<file path="config.mk">
export PLATFORM = sky130hd
export DESIGN_NAME = arpeggiator_note_engine_unit
export DESIGN_NICKNAME = d
export VERILOG_FILES = /design/src/arpne_pkg.sv /design/src/arpne_held_mem.sv /design/src/arpne_mod.sv /design/src/arpne_ctrl.sv /design/src/arpeggiator_note_engine_unit.sv
export VERILOG_INCLUDE_DIRS = /design/src /design/src/src
export SDC_FILE = /design/constraint.sdc
export NUM_CORES = 1
export LEC_CHECK = 0
export ABC_AREA = 1
export BUFFER_PORTS_ARGS = -buffer_cell sky130_fd_sc_hd__buf_2
export CAP_MARGIN = 20
export CORE_MARGIN = 10
export CORE_UTILIZATION = 59
export CTS_BUF_LIST = sky130_fd_sc_hd__clkbuf_8 sky130_fd_sc_hd__clkbuf_16
export DETAILED_ROUTE_END_ITERATION = 10
export PLACE_DENSITY = 0.76
export SLEW_MARGIN = 20
export SYNTH_ARGS = -nofsm -noshare
export SYNTH_HDL_FRONTEND = slang
export SYNTH_HIERARCHICAL = 1
export SYNTH_SLANG_ARGS = --single-unit
</file>
<file path="constraint.sdc">
create_clock -name clk -period 3.69 [get_ports clk]
set_input_delay 0.369 -clock clk [delete_from_list [all_inputs] [get_ports clk]]
set_output_delay 0.369 -clock clk [all_outputs]
set_load 0.01 [all_outputs]
</file>
<file path="src/arpeggiator_note_engine_unit_defines.svh">
// Assertion helpers shared by the checking code of the arpeggiator engine.
// Each one expects clk and arst_n in scope.
`ifndef ARPEGGIATOR_NOTE_ENGINE_UNIT_DEFINES_SVH
`define ARPEGGIATOR_NOTE_ENGINE_UNIT_DEFINES_SVH

// same-cycle implication
`define ARPNE_ASSERT_NOW(label, ante, cons, msg) \
	label: assert property (@(posedge clk) disable iff (!arst_n) (ante) |-> (cons)) else $error(msg);

// next-cycle implication
`define ARPNE_ASSERT_NXT(label, ante, cons, msg) \
	label: assert property (@(posedge clk) disable iff (!arst_n) (ante) |=> (cons)) else $error(msg);

`endif

</file>
<file path="src/arpne_pkg.sv">
package arpne_pkg;

	localparam int DEF_HELD_CAPACITY = 16;

	localparam int NOTE_W      = 7;
	localparam int CMD_W       = 3;
	localparam int STEP_W      = 4;
	localparam int RND_W       = 8;
	localparam int IN_TDATA_W  = 24;
	localparam int OUT_TDATA_W = 8;

	localparam int MODE_W     = 2;
	localparam int SPAN_W     = 3;
	localparam int DIV_W      = 5;
	localparam int CFG_IDX_W  = 2;
	localparam int CFG_DATA_W = 5;

	localparam int MOD_NUM_W = 8;
	localparam int MOD_DEN_W = 6;

	localparam logic [NOTE_W-1:0] NOTE_MAX = 7'd127;
	localparam int OCTAVE_STEP = 12;

	typedef enum logic [CMD_W-1:0] {
		CMD_KEY_DOWN = 3'd0,
		CMD_KEY_UP   = 3'd1,
		CMD_STEP     = 3'd2,
		CMD_GATE_REL = 3'd3,
		CMD_CLEAR    = 3'd4,
		CMD_START    = 3'd5,
		CMD_STOP     = 3'd6
	} cmd_t;

	typedef enum logic [MODE_W-1:0] {
		MODE_UP     = 2'd0,
		MODE_DOWN   = 2'd1,
		MODE_UPDOWN = 2'd2,
		MODE_RANDOM = 2'd3
	} mode_t;

	typedef enum logic [CFG_IDX_W-1:0] {
		REG_ARP_MODE      = 2'd0,
		REG_OCTAVE_SPAN   = 2'd1,
		REG_STEP_DIVISION = 2'd2,
		REG_LATCH         = 2'd3
	} cfg_reg_t;

	typedef enum logic {
		EV_NOTE_ON  = 1'b0,
		EV_NOTE_OFF = 1'b1
	} event_t;

	typedef struct packed {
		mode_t             mode;
		logic [SPAN_W-1:0] span;
		logic [DIV_W-1:0]  div;
		logic              latch;
	} cfg_t;

	typedef struct packed {
		logic              valid;
		event_t            ev;
		logic [NOTE_W-1:0] note;
		logic              last;
	} out_push_t;

	typedef struct packed {
		logic                 start;
		logic [MOD_NUM_W-1:0] num;
		logic [MOD_DEN_W-1:0] den;
	} mod_req_t;

	typedef struct packed {
		logic                 done;
		logic [MOD_DEN_W-1:0] rem;
	} mod_rsp_t;

endpackage

</file>
<file path="src/arpne_held_mem.sv">
module arpne_held_mem
	import arpne_pkg::*;
#(
	parameter int HELD_CAPACITY = DEF_HELD_CAPACITY,
	localparam int IDX_W = $clog2(HELD_CAPACITY)
) (
	input  logic              clk,
	input  logic              we,
	input  logic [IDX_W-1:0]  waddr,
	input  logic [NOTE_W-1:0] wdata,
	input  logic              re,
	input  logic [IDX_W-1:0]  raddr,
	output logic [NOTE_W-1:0] rdata
);

	logic [NOTE_W-1:0] mem [HELD_CAPACITY];

	always_ff @(posedge clk) begin
		if (we) begin
			mem[waddr] <= wdata;
		end
	end

	always_ff @(posedge clk) begin
		if (re) begin
			rdata <= mem[raddr];
		end
	end

endmodule

</file>
<file path="src/arpne_mod.sv">
module arpne_mod
	import arpne_pkg::*;
(
	input  logic     clk,
	input  logic     arst_n,
	input  mod_req_t req,
	output mod_rsp_t rsp
);

	localparam int CNT_W = $clog2(MOD_NUM_W + 1);

	logic                 busy_q;
	logic                 done_q;
	logic [CNT_W-1:0]     cnt_q;
	logic [MOD_NUM_W-1:0] num_q;
	logic [MOD_DEN_W-1:0] den_q;
	logic [MOD_DEN_W-1:0] rem_q;

	logic [MOD_DEN_W:0] trial;
	logic [MOD_DEN_W:0] diff;
	logic [MOD_DEN_W-1:0] rem_next;

	// one quotient bit a cycle, restoring form
	always_comb begin
		trial    = {rem_q, num_q[MOD_NUM_W-1]};
		diff     = trial - {1'b0, den_q};
		rem_next = (trial >= {1'b0, den_q}) ? diff[MOD_DEN_W-1:0] : trial[MOD_DEN_W-1:0];
	end

	always_ff @(posedge clk or negedge arst_n) begin
		if (!arst_n) begin
			busy_q <= 1'b0;
			done_q <= 1'b0;
			cnt_q  <= '0;
		end else if (req.start) begin
			busy_q <= 1'b1;
			done_q <= 1'b0;
			cnt_q  <= CNT_W'(MOD_NUM_W);
		end else if (busy_q) begin
			cnt_q <= cnt_q - CNT_W'(1);
			if (cnt_q == CNT_W'(1)) begin
				busy_q <= 1'b0;
				done_q <= 1'b1;
			end
		end else begin
			done_q <= 1'b0;
		end
	end

	always_ff @(posedge clk) begin
		if (req.start) begin
			num_q <= req.num;
			den_q <= req.den;
			rem_q <= '0;
		end else if (busy_q) begin
			num_q <= {num_q[MOD_NUM_W-2:0], 1'b0};
			rem_q <= rem_next;
		end
	end

	assign rsp.done = done_q;
	assign rsp.rem  = rem_q;

endmodule

</file>
<file path="src/arpne_ctrl.sv">
module arpne_ctrl
	import arpne_pkg::*;
#(
	parameter int HELD_CAPACITY = DEF_HELD_CAPACITY,
	localparam int IDX_W = $clog2(HELD_CAPACITY),
	localparam int CNT_W = $clog2(HELD_CAPACITY + 1)
) (
	input  logic              clk,
	input  logic              arst_n,
	input  cfg_t              cfg,
	input  logic              in_valid,
	output logic              in_ready,
	input  logic [CMD_W-1:0]  in_cmd,
	input  logic [NOTE_W-1:0] in_note,
	input  logic [STEP_W-1:0] in_step,
	input  logic [RND_W-1:0]  in_rnd,
	output logic              mem_we,
	output logic [IDX_W-1:0]  mem_waddr,
	output logic [NOTE_W-1:0] mem_wdata,
	output logic              mem_re,
	output logic [IDX_W-1:0]  mem_raddr,
	input  logic [NOTE_W-1:0] mem_rdata,
	output mod_req_t          mod_req,
	input  mod_rsp_t          mod_rsp,
	input  logic              slot_free,
	output out_push_t         push
);

	typedef enum logic [10:0] {
		S_IDLE = 11'b000_0000_0001,
		S_DUP  = 11'b000_0000_0010,
		S_INS  = 11'b000_0000_0100,
		S_INS0 = 11'b000_0000_1000,
		S_DEL  = 11'b000_0001_0000,
		S_DIV  = 11'b000_0010_0000,
		S_RND  = 11'b000_0100_0000,
		S_RD   = 11'b000_1000_0000,
		S_NOTE = 11'b001_0000_0000,
		S_OFF  = 11'b010_0000_0000,
		S_ON   = 11'b100_0000_0000
	} state_t;

	function automatic logic [DIV_W-1:0] div_clamp(input logic [DIV_W-1:0] d);
		priority if (d == '0) return DIV_W'(1);
		else if (d > DIV_W'(16)) return DIV_W'(16);
		else return d;
	endfunction

	function automatic logic [5:0] span_semitones(input logic [SPAN_W-1:0] span,
			input logic [STEP_W-1:0] step);
		logic [STEP_W-1:0] r;
		logic [1:0]        slot;
		r    = step;
		slot = '0;
		priority if (span >= SPAN_W'(4)) begin
			slot = step[1:0];
		end else if (span == SPAN_W'(3)) begin
			if (r >= STEP_W'(12)) r = r - STEP_W'(12);
			if (r >= STEP_W'(6)) r = r - STEP_W'(6);
			if (r >= STEP_W'(3)) r = r - STEP_W'(3);
			slot = r[1:0];
		end else if (span == SPAN_W'(2)) begin
			slot = {1'b0, step[0]};
		end else begin
			slot = '0;
		end
		return 6'(slot) * 6'(OCTAVE_STEP);
	endfunction

	state_t            state_q, state_d;
	logic [CNT_W-1:0]  total_q, total_d;
	logic [IDX_W-1:0]  pos_q, pos_d;
	logic              none_q, none_d;
	logic              down_q, down_d;
	logic [3:0]        dc_q, dc_d;
	logic [NOTE_W-1:0] snd_note_q, snd_note_d;
	logic              snd_act_q, snd_act_d;
	logic              found_q, found_d;
	logic              on_pend_q, on_pend_d;
	logic [CNT_W-1:0]  wk_q, wk_d;
	logic              rd_vld_s1;
	logic [IDX_W-1:0]  rd_idx_s1;
	logic [NOTE_W-1:0] note_q;
	logic [STEP_W-1:0] step_q;
	logic [RND_W-1:0]  rnd_q;
	logic [NOTE_W-1:0] next_note_q, next_note_d;

	logic              accept;
	cmd_t              cmd_c;
	logic [CNT_W-1:0]  tot_m1, tot_m2, pos_ext, pos_p1, pos_m1, wk_m1, ins_waddr;
	logic              is_last_s1;
	logic [CNT_W-1:0]  pick_pos;
	logic              pick_down;
	logic [NOTE_W:0]   note_sum;
	logic [NOTE_W-1:0] note_val;

	assign in_ready = (state_q == S_IDLE);
	assign accept   = in_valid && in_ready;
	assign cmd_c    = cmd_t'(in_cmd);

	assign tot_m1     = total_q - CNT_W'(1);
	assign tot_m2     = total_q - CNT_W'(2);
	assign pos_ext    = CNT_W'(pos_q);
	assign pos_p1     = pos_ext + CNT_W'(1);
	assign pos_m1     = pos_ext - CNT_W'(1);
	assign wk_m1      = wk_q - CNT_W'(1);
	assign ins_waddr  = CNT_W'(rd_idx_s1) + CNT_W'(1);
	assign is_last_s1 = (CNT_W'(rd_idx_s1) == tot_m1);

	assign note_sum = {1'b0, mem_rdata} + (NOTE_W + 1)'(span_semitones(cfg.span, step_q));
	assign note_val = (note_sum > {1'b0, NOTE_MAX}) ? NOTE_MAX : note_sum[NOTE_W-1:0];

	// next play position for the selected order
	always_comb begin
		pick_pos  = '0;
		pick_down = down_q;
		unique case (cfg.mode)
			MODE_UP: begin
				pick_pos = (none_q || pos_p1 == total_q) ? '0 : pos_p1;
			end
			MODE_DOWN: begin
				pick_pos = (none_q || pos_q == '0) ? tot_m1 : pos_m1;
			end
			MODE_UPDOWN: begin
				if (none_q) begin
					pick_pos = '0;
				end else if (!down_q) begin
					if (pos_p1 >= total_q) begin
						pick_pos  = (total_q > CNT_W'(1)) ? tot_m2 : '0;
						pick_down = 1'b1;
					end else begin
						pick_pos = pos_p1;
					end
				end else begin
					if (pos_q == '0) begin
						pick_pos  = (total_q > CNT_W'(1)) ? CNT_W'(1) : '0;
						pick_down = 1'b0;
					end else begin
						pick_pos = pos_m1;
					end
				end
			end
			MODE_RANDOM: begin
				pick_pos = CNT_W'(mod_rsp.rem);
			end
			default: begin
				pick_pos = '0;
			end
		endcase
	end

	always_comb begin
		state_d     = state_q;
		total_d     = total_q;
		pos_d       = pos_q;
		none_d      = none_q;
		down_d      = down_q;
		dc_d        = dc_q;
		snd_note_d  = snd_note_q;
		snd_act_d   = snd_act_q;
		found_d     = found_q;
		on_pend_d   = on_pend_q;
		wk_d        = wk_q;
		next_note_d = next_note_q;
		mem_we      = 1'b0;
		mem_waddr   = '0;
		mem_wdata   = '0;
		mem_re      = 1'b0;
		mem_raddr   = '0;
		mod_req     = '0;
		push        = '0;

		unique case (state_q)
			S_IDLE: begin
				if (accept) begin
					unique case (cmd_c)
						CMD_KEY_DOWN: begin
							if (total_q == '0) begin
								mem_we    = 1'b1;
								mem_waddr = '0;
								mem_wdata = in_note;
								total_d   = CNT_W'(1);
							end else if (total_q != CNT_W'(HELD_CAPACITY)) begin
								wk_d    = '0;
								state_d = S_DUP;
							end
						end
						CMD_KEY_UP: begin
							if (!cfg.latch && total_q != '0) begin
								wk_d    = '0;
								found_d = 1'b0;
								state_d = S_DEL;
							end
						end
						CMD_STEP: begin
							if (total_q == '0) begin
								on_pend_d = 1'b0;
								if (snd_act_q) state_d = S_OFF;
							end else begin
								mod_req.start = 1'b1;
								mod_req.num   = MOD_NUM_W'({1'b0, dc_q} + 5'd1);
								mod_req.den   = MOD_DEN_W'(div_clamp(cfg.div));
								state_d       = S_DIV;
							end
						end
						CMD_GATE_REL, CMD_STOP: begin
							on_pend_d = 1'b0;
							if (snd_act_q) state_d = S_OFF;
						end
						CMD_CLEAR: begin
							total_d   = '0;
							none_d    = 1'b1;
							on_pend_d = 1'b0;
							if (snd_act_q) state_d = S_OFF;
						end
						CMD_START: begin
							dc_d = '0;
						end
						default: begin
						end
					endcase
				end
			end
			S_DUP: begin
				if (wk_q < total_q) begin
					mem_re    = 1'b1;
					mem_raddr = wk_q[IDX_W-1:0];
					wk_d      = wk_q + CNT_W'(1);
				end
				if (rd_vld_s1) begin
					if (mem_rdata == note_q) begin
						state_d = S_IDLE;
					end else if (is_last_s1) begin
						wk_d    = total_q;
						state_d = S_INS;
					end
				end
			end
			S_INS: begin
				// walk down from the top, moving larger entries up by one
				if (wk_q != '0) begin
					mem_re    = 1'b1;
					mem_raddr = wk_m1[IDX_W-1:0];
					wk_d      = wk_m1;
				end
				if (rd_vld_s1) begin
					mem_we    = 1'b1;
					mem_waddr = ins_waddr[IDX_W-1:0];
					if (mem_rdata > note_q) begin
						mem_wdata = mem_rdata;
						if (rd_idx_s1 == '0) state_d = S_INS0;
					end else begin
						mem_wdata = note_q;
						total_d   = total_q + CNT_W'(1);
						state_d   = S_IDLE;
					end
				end
			end
			S_INS0: begin
				mem_we    = 1'b1;
				mem_waddr = '0;
				mem_wdata = note_q;
				total_d   = total_q + CNT_W'(1);
				state_d   = S_IDLE;
			end
			S_DEL: begin
				if (wk_q < total_q) begin
					mem_re    = 1'b1;
					mem_raddr = wk_q[IDX_W-1:0];
					wk_d      = wk_q + CNT_W'(1);
				end
				if (rd_vld_s1) begin
					// once the note is found, pull each later entry down by one
					if (found_q) begin
						mem_we    = 1'b1;
						mem_waddr = rd_idx_s1 - IDX_W'(1);
						mem_wdata = mem_rdata;
					end else if (mem_rdata == note_q) begin
						found_d = 1'b1;
					end
					if (is_last_s1) begin
						if (found_q || mem_rdata == note_q) begin
							total_d = tot_m1;
							if (tot_m1 == '0) begin
								none_d = 1'b1;
							end else if (!none_q && pos_ext >= tot_m1) begin
								pos_d = tot_m2[IDX_W-1:0];
							end
						end
						state_d = S_IDLE;
					end
				end
			end
			S_DIV: begin
				if (mod_rsp.done) begin
					dc_d = mod_rsp.rem[3:0];
					if (mod_rsp.rem != '0) begin
						state_d = S_IDLE;
					end else if (cfg.mode == MODE_RANDOM) begin
						mod_req.start = 1'b1;
						mod_req.num   = rnd_q;
						mod_req.den   = MOD_DEN_W'(total_q);
						state_d       = S_RND;
					end else begin
						pos_d   = pick_pos[IDX_W-1:0];
						down_d  = pick_down;
						none_d  = 1'b0;
						state_d = S_RD;
					end
				end
			end
			S_RND: begin
				if (mod_rsp.done) begin
					pos_d   = pick_pos[IDX_W-1:0];
					none_d  = 1'b0;
					state_d = S_RD;
				end
			end
			S_RD: begin
				mem_re    = 1'b1;
				mem_raddr = pos_q;
				state_d   = S_NOTE;
			end
			S_NOTE: begin
				next_note_d = note_val;
				on_pend_d   = 1'b1;
				state_d     = snd_act_q ? S_OFF : S_ON;
			end
			S_OFF: begin
				if (slot_free) begin
					push.valid = 1'b1;
					push.ev    = EV_NOTE_OFF;
					push.note  = snd_note_q;
					push.last  = !on_pend_q;
					snd_act_d  = 1'b0;
					state_d    = on_pend_q ? S_ON : S_IDLE;
				end
			end
			S_ON: begin
				if (slot_free) begin
					push.valid = 1'b1;
					push.ev    = EV_NOTE_ON;
					push.note  = next_note_q;
					push.last  = 1'b1;
					snd_note_d = next_note_q;
					snd_act_d  = 1'b1;
					state_d    = S_IDLE;
				end
			end
			default: begin
				state_d = S_IDLE;
			end
		endcase
	end

	always_ff @(posedge clk or negedge arst_n) begin
		if (!arst_n) begin
			state_q    <= S_IDLE;
			total_q    <= '0;
			pos_q      <= '0;
			none_q     <= 1'b1;
			down_q     <= 1'b0;
			dc_q       <= '0;
			snd_note_q <= '0;
			snd_act_q  <= 1'b0;
			found_q    <= 1'b0;
			on_pend_q  <= 1'b0;
			wk_q       <= '0;
			rd_vld_s1  <= 1'b0;
		end else begin
			state_q    <= state_d;
			total_q    <= total_d;
			pos_q      <= pos_d;
			none_q     <= none_d;
			down_q     <= down_d;
			dc_q       <= dc_d;
			snd_note_q <= snd_note_d;
			snd_act_q  <= snd_act_d;
			found_q    <= found_d;
			on_pend_q  <= on_pend_d;
			wk_q       <= wk_d;
			rd_vld_s1  <= mem_re;
		end
	end

	always_ff @(posedge clk) begin
		if (accept) begin
			note_q <= in_note;
			step_q <= in_step;
			rnd_q  <= in_rnd;
		end
		next_note_q <= next_note_d;
		rd_idx_s1   <= mem_raddr;
	end

endmodule

</file>
<file path="src/arpeggiator_note_engine_unit.sv">
// Channel   Signals                        Content
// s_axis    tvalid tready tdata[23:0]      command, note, step_number, random_value
// m_axis    tvalid tready tdata tuser tlast out_note, event_res, last
// cfg       cfg_wr_en cfg_index cfg_data   arp_mode, octave_span, step_division, latch
//
// Key down and key up walk the held list one entry a cycle, through a memory with
// registered reads. A step tick waits on the bit-serial remainder, and in random order
// on a second remainder as well.
// arst_n clears all control state; held-list entries are never read before written.
// Take input only while idle; a result held in the output register stalls the sequencer.
`include "arpeggiator_note_engine_unit_defines.svh"

module arpeggiator_note_engine_unit
	import arpne_pkg::*;
#(
	parameter int HELD_CAPACITY = DEF_HELD_CAPACITY
) (
	input  logic                   clk,
	input  logic                   arst_n,
	input  logic                   s_axis_tvalid,
	output logic                   s_axis_tready,
	input  logic [IN_TDATA_W-1:0]  s_axis_tdata,  // command, note, step_number, random_value
	output logic                   m_axis_tvalid,
	input  logic                   m_axis_tready,
	output logic [OUT_TDATA_W-1:0] m_axis_tdata,  // out_note
	output logic                   m_axis_tuser,  // event_res
	output logic                   m_axis_tlast,
	input  logic                   cfg_wr_en,
	input  logic [CFG_IDX_W-1:0]   cfg_index,
	input  logic [CFG_DATA_W-1:0]  cfg_data
);

	localparam int IDX_W = $clog2(HELD_CAPACITY);

	cfg_t              cfg_q;
	logic              out_vld_q;
	event_t            out_ev_q;
	logic [NOTE_W-1:0] out_note_q;
	logic              out_last_q;

	logic              slot_free;
	out_push_t         push;
	mod_req_t          mod_req;
	mod_rsp_t          mod_rsp;
	logic              mem_we;
	logic [IDX_W-1:0]  mem_waddr;
	logic [NOTE_W-1:0] mem_wdata;
	logic              mem_re;
	logic [IDX_W-1:0]  mem_raddr;
	logic [NOTE_W-1:0] mem_rdata;

	always_ff @(posedge clk or negedge arst_n) begin
		if (!arst_n) begin
			cfg_q.mode  <= MODE_UP;
			cfg_q.span  <= SPAN_W'(1);
			cfg_q.div   <= DIV_W'(1);
			cfg_q.latch <= 1'b0;
		end else if (cfg_wr_en) begin
			unique case (cfg_reg_t'(cfg_index))
				REG_ARP_MODE:      cfg_q.mode  <= mode_t'(cfg_data[MODE_W-1:0]);
				REG_OCTAVE_SPAN:   cfg_q.span  <= cfg_data[SPAN_W-1:0];
				REG_STEP_DIVISION: cfg_q.div   <= cfg_data[DIV_W-1:0];
				REG_LATCH:         cfg_q.latch <= cfg_data[0];
				default: begin
				end
			endcase
		end
	end

	// output register: load on push, drop once transferred
	assign slot_free = !out_vld_q || m_axis_tready;

	always_ff @(posedge clk or negedge arst_n) begin
		if (!arst_n) begin
			out_vld_q <= 1'b0;
		end else if (push.valid) begin
			out_vld_q <= 1'b1;
		end else if (m_axis_tready) begin
			out_vld_q <= 1'b0;
		end
	end

	always_ff @(posedge clk) begin
		if (push.valid) begin
			out_ev_q   <= push.ev;
			out_note_q <= push.note;
			out_last_q <= push.last;
		end
	end

	assign m_axis_tvalid = out_vld_q;
	assign m_axis_tdata  = OUT_TDATA_W'(out_note_q);
	assign m_axis_tuser  = out_ev_q;
	assign m_axis_tlast  = out_last_q;

	arpne_ctrl #(
		.HELD_CAPACITY(HELD_CAPACITY)
	) u_ctrl (
		.clk      (clk),
		.arst_n   (arst_n),
		.cfg      (cfg_q),
		.in_valid (s_axis_tvalid),
		.in_ready (s_axis_tready),
		.in_cmd   (s_axis_tdata[2:0]),
		.in_note  (s_axis_tdata[9:3]),
		.in_step  (s_axis_tdata[13:10]),
		.in_rnd   (s_axis_tdata[21:14]),
		.mem_we   (mem_we),
		.mem_waddr(mem_waddr),
		.mem_wdata(mem_wdata),
		.mem_re   (mem_re),
		.mem_raddr(mem_raddr),
		.mem_rdata(mem_rdata),
		.mod_req  (mod_req),
		.mod_rsp  (mod_rsp),
		.slot_free(slot_free),
		.push     (push)
	);

	arpne_held_mem #(
		.HELD_CAPACITY(HELD_CAPACITY)
	) u_held_mem (
		.clk  (clk),
		.we   (mem_we),
		.waddr(mem_waddr),
		.wdata(mem_wdata),
		.re   (mem_re),
		.raddr(mem_raddr),
		.rdata(mem_rdata)
	);

	arpne_mod u_mod (
		.clk   (clk),
		.arst_n(arst_n),
		.req   (mod_req),
		.rsp   (mod_rsp)
	);

	`ARPNE_ASSERT_NOW(a_push_free, push.valid, (!out_vld_q || m_axis_tready), "push over held result")
	`ARPNE_ASSERT_NOW(a_mem_apart, mem_we && mem_re, mem_waddr != mem_raddr, "rd and wr at one entry")
	`ARPNE_ASSERT_NOW(a_mid_off, push.valid && !push.last, push.ev == EV_NOTE_OFF, "on without last")
	`ARPNE_ASSERT_NXT(a_mod_pulse, mod_rsp.done, !mod_rsp.done, "remainder done held for two cycles")

endmodule

</file>
Word-level counts from Yosys, hierarchy flattened --
Memory sizes are Yosys's and may differ from the RTL's. A register that Yosys moved wholly into a read port is not among the register bits. Index checks and enable logic that the tools add are counted.
Word-level totals: output and inout port bits 12, bits of input ports 36, memory bits (read-only) 0, RAM bits 112, latch bits 0, flip-flop bits (word level) 119, memories kept 1, word-level logic and storage cells 333
Operators by class: div/mod/pow operators 0, add/sub/neg operators 16, equality and inequality tests 63, $lt $le $gt $ge 12, $mul 1, reduce and logical (&&, ||, !) cells 49, bitwise gates (word level) 3, shifts and indexed selects 0, mux-type cells 157
Memory list:
- u_held_mem.mem | words 16, bits a word 7, rd ports 1, clocked after memory_dff 1, wr ports 1, line arpne_held_mem.sv:16 | logic [NOTE_W-1:0] mem [HELD_CAPACITY];
Operators with widths (number):
- 11-bit 2-to-1 mux | 21
- 4-bit 2-to-1 mux | 32
- 11-bit case mux with 10 select lines | 1
- 15-bit 2-to-1 mux | 6
- 5-bit 2-to-1 mux | 18
- 7-bit 2-to-1 mux | 7
- 11-bit case mux with 4 select lines | 1
- 1-bit 2-to-1 mux | 43
- 5-bit case mux with 4 select lines | 2
- 3-bit != test (second input constant) | 10
- 15-bit case mux with 2 select lines | 1
- 7-bit case mux with 4 select lines | 1
- 8-bit 2-to-1 mux | 3
- 4-bit case mux with 3 select lines | 2
- 2-bit != test (second input constant) | 11
- 10-bit 2-to-1 mux | 2
- 2-bit by 1-bit != test with 1-bit output (second input constant) | 10
- 10-bit case mux with 2 select lines | 1
- 5-bit case mux with 2 select lines | 2
- 4-bit case mux with 2 select lines | 2
- 4-bit case mux with 4 select lines | 1
- 5-bit logical NOT | 3
- 15-bit AND reduction | 1
- 3-bit by 2-bit equality test with 1-bit output (second input constant) | 4
- 73 further kinds | 116

Depth between registers and ports, before layout --
word-level depth 15, mapped depth 19, gate-level depth less buffers 19

Cells and area by module --
Netlist, hierarchy kept.
Modules (own cells, without submodules):
- arpne_ctrl | area each 6208.5 um2, instances 1, cells each 896, seq. area each 1914.3 um2
- arpne_held_mem | area each 5104.9 um2, instances 1, cells each 485, seq. area each 3573.4 um2
- arpne_mod | area each 1452.6 um2, instances 1, cells each 163, seq. area each 690.7 um2
- arpeggiator_note_engine_unit | area each 827.0 um2, instances 1, cells each 70, seq. area each 573.0 um2

Worst setup path after synthesis --
OpenSTA, ideal clock, no wires.
path kind register to register, start point register u_ctrl.state_q[6], end point register u_mod.num_q[1] (data pin), arrival time 2901 ps, setup slack 537 ps, buffers on the path 1, cell stages (with the launch flop) 12, period minus slack after synthesis 3153 ps, setup time 252 ps, required time 3438 ps, cell sequence dfrtp_1 nor2_1 nand2_1 nor2_8 nand2_4 nor2_1 nand2_1 nand2_1 buf_2 inv_2 nand2_1 nand2_1
RTL lines:
- start, declared | line arpne_ctrl.sv:70 | state_t state_q, state_d;
- start signal, assigned | line arpne_ctrl.sv:371 | state_q <= state_d;
- end signal, assigned | line arpne_mod.sv:52 | num_q <= req.num;
- end signal, assigned | line arpne_mod.sv:56 | num_q <= {num_q[MOD_NUM_W-2:0], 1'b0};
- end, declared | line arpne_mod.sv:15 | logic [MOD_NUM_W-1:0] num_q;

Final worst setup path --
start point register u_ctrl.step_q[1], end point register u_ctrl.next_note_q[5] (data pin)
On the way: cells in the longest elaborated chain, start to end 15, elaborated cells between the ends (all ways) 18, classes of those cells add/sub: 4; mul: 1; order compare: 4; mux: 9
Ends and longest elaborated chain:
- start, declared | line arpne_ctrl.sv:84 | logic [STEP_W-1:0] step_q;
- start signal, assigned | line arpne_ctrl.sv:389 | step_q <= in_step;
- 4-bit subtractor / 4-bit greater-or-equal comparator (equally long branches) | line arpne_ctrl.sv:58 | if (r >= STEP_W'(12)) r = r - STEP_W'(12);
- 4-bit 2-to-1 mux | line arpne_ctrl.sv:58
- 4-bit 2-to-1 mux | line arpne_ctrl.sv:57 | end else if (span == SPAN_W'(3)) begin
- 4-bit 2-to-1 mux | line arpne_ctrl.sv:55 | priority if (span >= SPAN_W'(4)) begin
- 4-bit by 3-bit subtractor with 4-bit output / 4-bit by 3-bit greater-or-equal comparator with 1-bit output (equally long branches) | line arpne_ctrl.sv:59 | if (r >= STEP_W'(6)) r = r - STEP_W'(6);
- 4-bit 2-to-1 mux | line arpne_ctrl.sv:59
- 4-bit 2-to-1 mux | line arpne_ctrl.sv:57
- 4-bit 2-to-1 mux | line arpne_ctrl.sv:55
- 4-bit by 2-bit greater-or-equal comparator with 1-bit output / 2-bit subtractor (equally long branches) | line arpne_ctrl.sv:60 | if (r >= STEP_W'(3)) r = r - STEP_W'(3);
- 2-bit 2-to-1 mux | line arpne_ctrl.sv:60
- 2-bit 2-to-1 mux | line arpne_ctrl.sv:57
- 2-bit 2-to-1 mux * | line arpne_ctrl.sv:55
- 2-bit by 2-bit multiplier with 4-bit output * | line arpne_ctrl.sv:67 | return 6'(slot) * 6'(OCTAVE_STEP);
- 7-bit by 6-bit adder with 8-bit output * | line arpne_ctrl.sv:110 | assign note_sum = {1'b0, mem_rdata} + (NOTE_W + 1)'(span_semitones(cfg.span, step_q));
- 8-bit by 7-bit > comparator with 1-bit output | line arpne_ctrl.sv:111 | assign note_val = (note_sum > {1'b0, NOTE_MAX}) ? NOTE_MAX : note_sum[NOTE_W-1:0];
- end signal, assigned | line arpne_ctrl.sv:392 | next_note_q <= next_note_d;
- end, declared | line arpne_ctrl.sv:86 | logic [NOTE_W-1:0] next_note_q, next_note_d;
Every way passes the cells marked *; elsewhere a longest branch is shown, timed or not. The select of a mux whose other input is x is not followed. A chain may end at the register's enable or synchronous reset.

==> results.cfg <==
[setup_path]
worst_setup_path_end_kind = flip-flop
crit_top_cell = ha_1
path_cells = nand3_1, nor3b_1, ha_1, nor2_1, inv_1, nor2_1, o21ai_0, ha_1, ha_1, a21oi_1, inv_1, a31oi_1, o21ai_0, nand2_1, nand2_1
worst_path_largest_cell_delay_ns = 0.43
required_ns = 3.97
crit_path_top_delay_cell = o21ai_0
cp_max_fo = 7
r2r-start = u_ctrl/step_q[1]
reg2regPathDepth = 15
r2r_end = u_ctrl/next_note_q[5]
critPathArrivalTime_ns = 3.55
criticalPathCategory = reg -> reg
worst-r2r-setup-slack_ns = 0.41
critPathLaunchType = flip-flop

[power_and_ir_drop]
p_comb_frac = 0.347
power.switching_w = 0.003394
clkPwrFrac = 0.274
peakVddDrop_mv = 0.5724
sw_frac_of_total = 0.3738
seq_power_share = 0.379
p_per_area_nw_per_um2 = 600.7
p_int_w = 0.005686
p_leak_nw = 7.198

[clock_network]
cts.sinks = 238
cts_tree = yes
cts.clk_slew.worst_paths_ns = 0.06
ctsLongestPathBuffers = 3
h-tree-depth = 1
clock_latency_ns = 0.54
numCtsBuffers = 26
cts_root_buffer = clkbuf_16
cts_setup_buffers = 0

[global_route]
antenna_found_initial = 1
grt_max_degree = 33
grtUsageTotal = 0.2196
grt_overflow = 0
grt_pass1_wl_um = 52460
grt_pass1_vias = 10520

[route]
routedWlPerCell_um = 16.12
drc = 0
drtIter0Drc = 930
viasPerCell = 5.436
detail-route-antenna-nets = 0
totalWireLength_um = 32210
drtPass1Iterations = 7
num_vias = 10860

[timing]
setup_violations = 0
fin_worst_skew_ns = 0.01032
maxSlewHeadroom = 0.4447
hold_viol = 0
fmax_mhz = 305.1
tightest_slew_ns = 0.8299
finalCritPeriodShare = 0.8884
finalMaxSlewViolations = 0
rsz0062_at_grt = no
finalCriticalPeriod_ns = 3.278
timing.setup.tns_ns = 0

[logic_synthesis]
syn_avg_cell_area_um2 = 8.422
ys.flop_type = edfxtp_1
yosysSeqAreaShare = 0.4967
ys_seq_elements = 238
async_reset_ff_frac = 0.2521
synth_cells = 1614
syn_area_um2 = 13590
synth.distinct_cells = 55
syn_nets = 1705
yosysWarnings = 6
synth_enable_flop_cells = 168

[finish]
drive_above_1_share = 0.1203
mostFrequentLayoutCells = nand2_1 (472), inv_1 (259), nand3_1 (176)
multi_input_area_um2 = 5550
layoutNonFillerInstCount = 1998
final_common_cell = nand2_1
fillerInstances = 1808
area_growth_pct = 11.22
finalNetCount = 1784
register_area_um2 = 6751
diodes = 0

[floorplan]
io_pins = 48
start_util = 0.6004
design.die.area_um2 = 29510
core_um2 = 22640
num_rows = 55
die_w_um = 171.8
die-height_um = 171.8

[placement]
portBuffers = 44
gp_congestion = 0.9237
dp_cells = 1946
dp_hpwl_um = 23080

[flow_run]
cap_violations = 0

[worst_hold_path]
holdPathEnd = u_ctrl/rnd_q[5]
worstHoldStart = s_axis_tdata[19]
hold_depth = 1
hold_path.class = in -> reg

[outcome]
status = finished, final reports clean
## layer usage
metal / vias to the layer above / share of wire / GRT usage
met5: - / 0.00031 / 0
met4: 2 / 0.028 / 0.06484
met3: 73 / 0.054 / 0.02750
met2: 330 / 0.50 / 0.3950
met1: 5058 / 0.42 / 0.2692
li1: 5398 / - / -
## power by group through the flow
stage                     clock network (W)  registers, W  logic [W]
after floorplan                           0       0.00339    0.00242
after global placement                    0       0.00348    0.00303
after detailed placement                  0       0.00349    0.00309
after CTS                           0.00253       0.00344    0.00313
after global routing                0.00265       0.00347    0.00355
final                               0.00249       0.00344    0.00315
## critical path, delay by kind of cell, from the launching register on
kind            cells  cell delay, ns
flops               1            0.42
buf+inv             2            0.13
fa+ha+maj           3            0.76
simple gates        6            0.76
compound gates      4            0.95
## what timing repair did
item / in CTS / in global routing
hold buffers: 4 / 0
resized for setup: 0 / 0
hold endpoints to repair: 30 / 0
## cells by family after synthesis
kind of cell               count (synthesis)  synth area share
xor gates and xnor gates                  20           0.01289
and+or+nand+nor                          838            0.2793
buffers and inverters                    313           0.09564
adders and majority gates                 55           0.05173
AOI/OAI and AO/OA                        148           0.06324
other                                      2         0.0005525
DFF                                      238            0.4967
## flip-flops by register name (all words and copies together), names as in the netlist, 7 cells and up
| name | cells |
|---|---|
| out_note_q | 7 |
| u_ctrl/state_q | 11 |
| u_held_mem/mem | 112 |
| u_ctrl/note_q | 7 |
| u_ctrl/next_note_q | 7 |
| u_ctrl/rnd_q | 8 |
| u_held_mem/rdata | 7 |
| u_mod/num_q | 8 |
| cfg_q | 11 |
| u_ctrl/snd_note_q | 7 |
## cell usage after synthesis, types with 12 or more instances
cell	instances	area share
nand2_1	472	0.13
inv_1	256	0.071
nand3_1	176	0.065
edfxtp_1	168	0.37
nor2_1	96	0.027
dfrtp_1	56	0.10
o21ai_0	54	0.020
ha_1	53	0.049
a21oi_1	28	0.010
nand4_1	25	0.012
o21ai_1	19	0.0070
inv_2	15	0.0041
o22ai_1	15	0.0069
xor2_1	15	0.0097
buf_2	13	0.0048
nand2_2	12	0.0055
## metrics by stage
| step | instance area (um2) | util | total power, W | hold WS [ns] | setup slack, ns |
|---|---|---|---|---|---|
| after floorplan | 13590 | - | 0.005813 | 0.07341 | 0.5366 |
| after global placement | 14240 | 0.6290 | 0.006506 | 0.4585 | 0.5997 |
| after detailed placement | 14240 | 0.6290 | 0.006582 | 0.4632 | 0.4174 |
| after CTS | 15120 | 0.6678 | 0.009102 | 0.0005724 | 0.4145 |
| after global routing | 15120 | 0.6678 | 0.009673 | 0.003859 | 0.1361 |
| final | 15120 | 0.6678 | 0.009081 | 0.01625 | 0.4119 |
## cell type report
cell class | instances | share of cell area
Inverter | 274 | 0.06836
Sequential cell | 238 | 0.4466
Clock inverter | 18 | 0.008773
Tap cell | 285 | 0.02359
Multi-Input combinational cell | 1063 | 0.3671
Clock buffer | 30 | 0.04668
Timing Repair Buffer | 90 | 0.03890
## how the worst max path moves through the flow
stage                            end  slack [ns]              start
3_3_place_gp   u_ctrl/next_note_q[2]        0.60   u_ctrl/step_q[1]
2_1_floorplan         u_mod/num_q[1]        0.54  u_ctrl/state_q[6]
6_report       u_ctrl/next_note_q[5]        0.41   u_ctrl/step_q[1]
4_1_cts        u_ctrl/next_note_q[5]        0.41   u_ctrl/step_q[1]
3_5_place_dp   u_ctrl/next_note_q[2]        0.42   u_ctrl/step_q[1]
5_1_grt        u_ctrl/next_note_q[0]        0.14   u_ctrl/step_q[3]
Note: power is estimated with default switching activity, not from simulation.
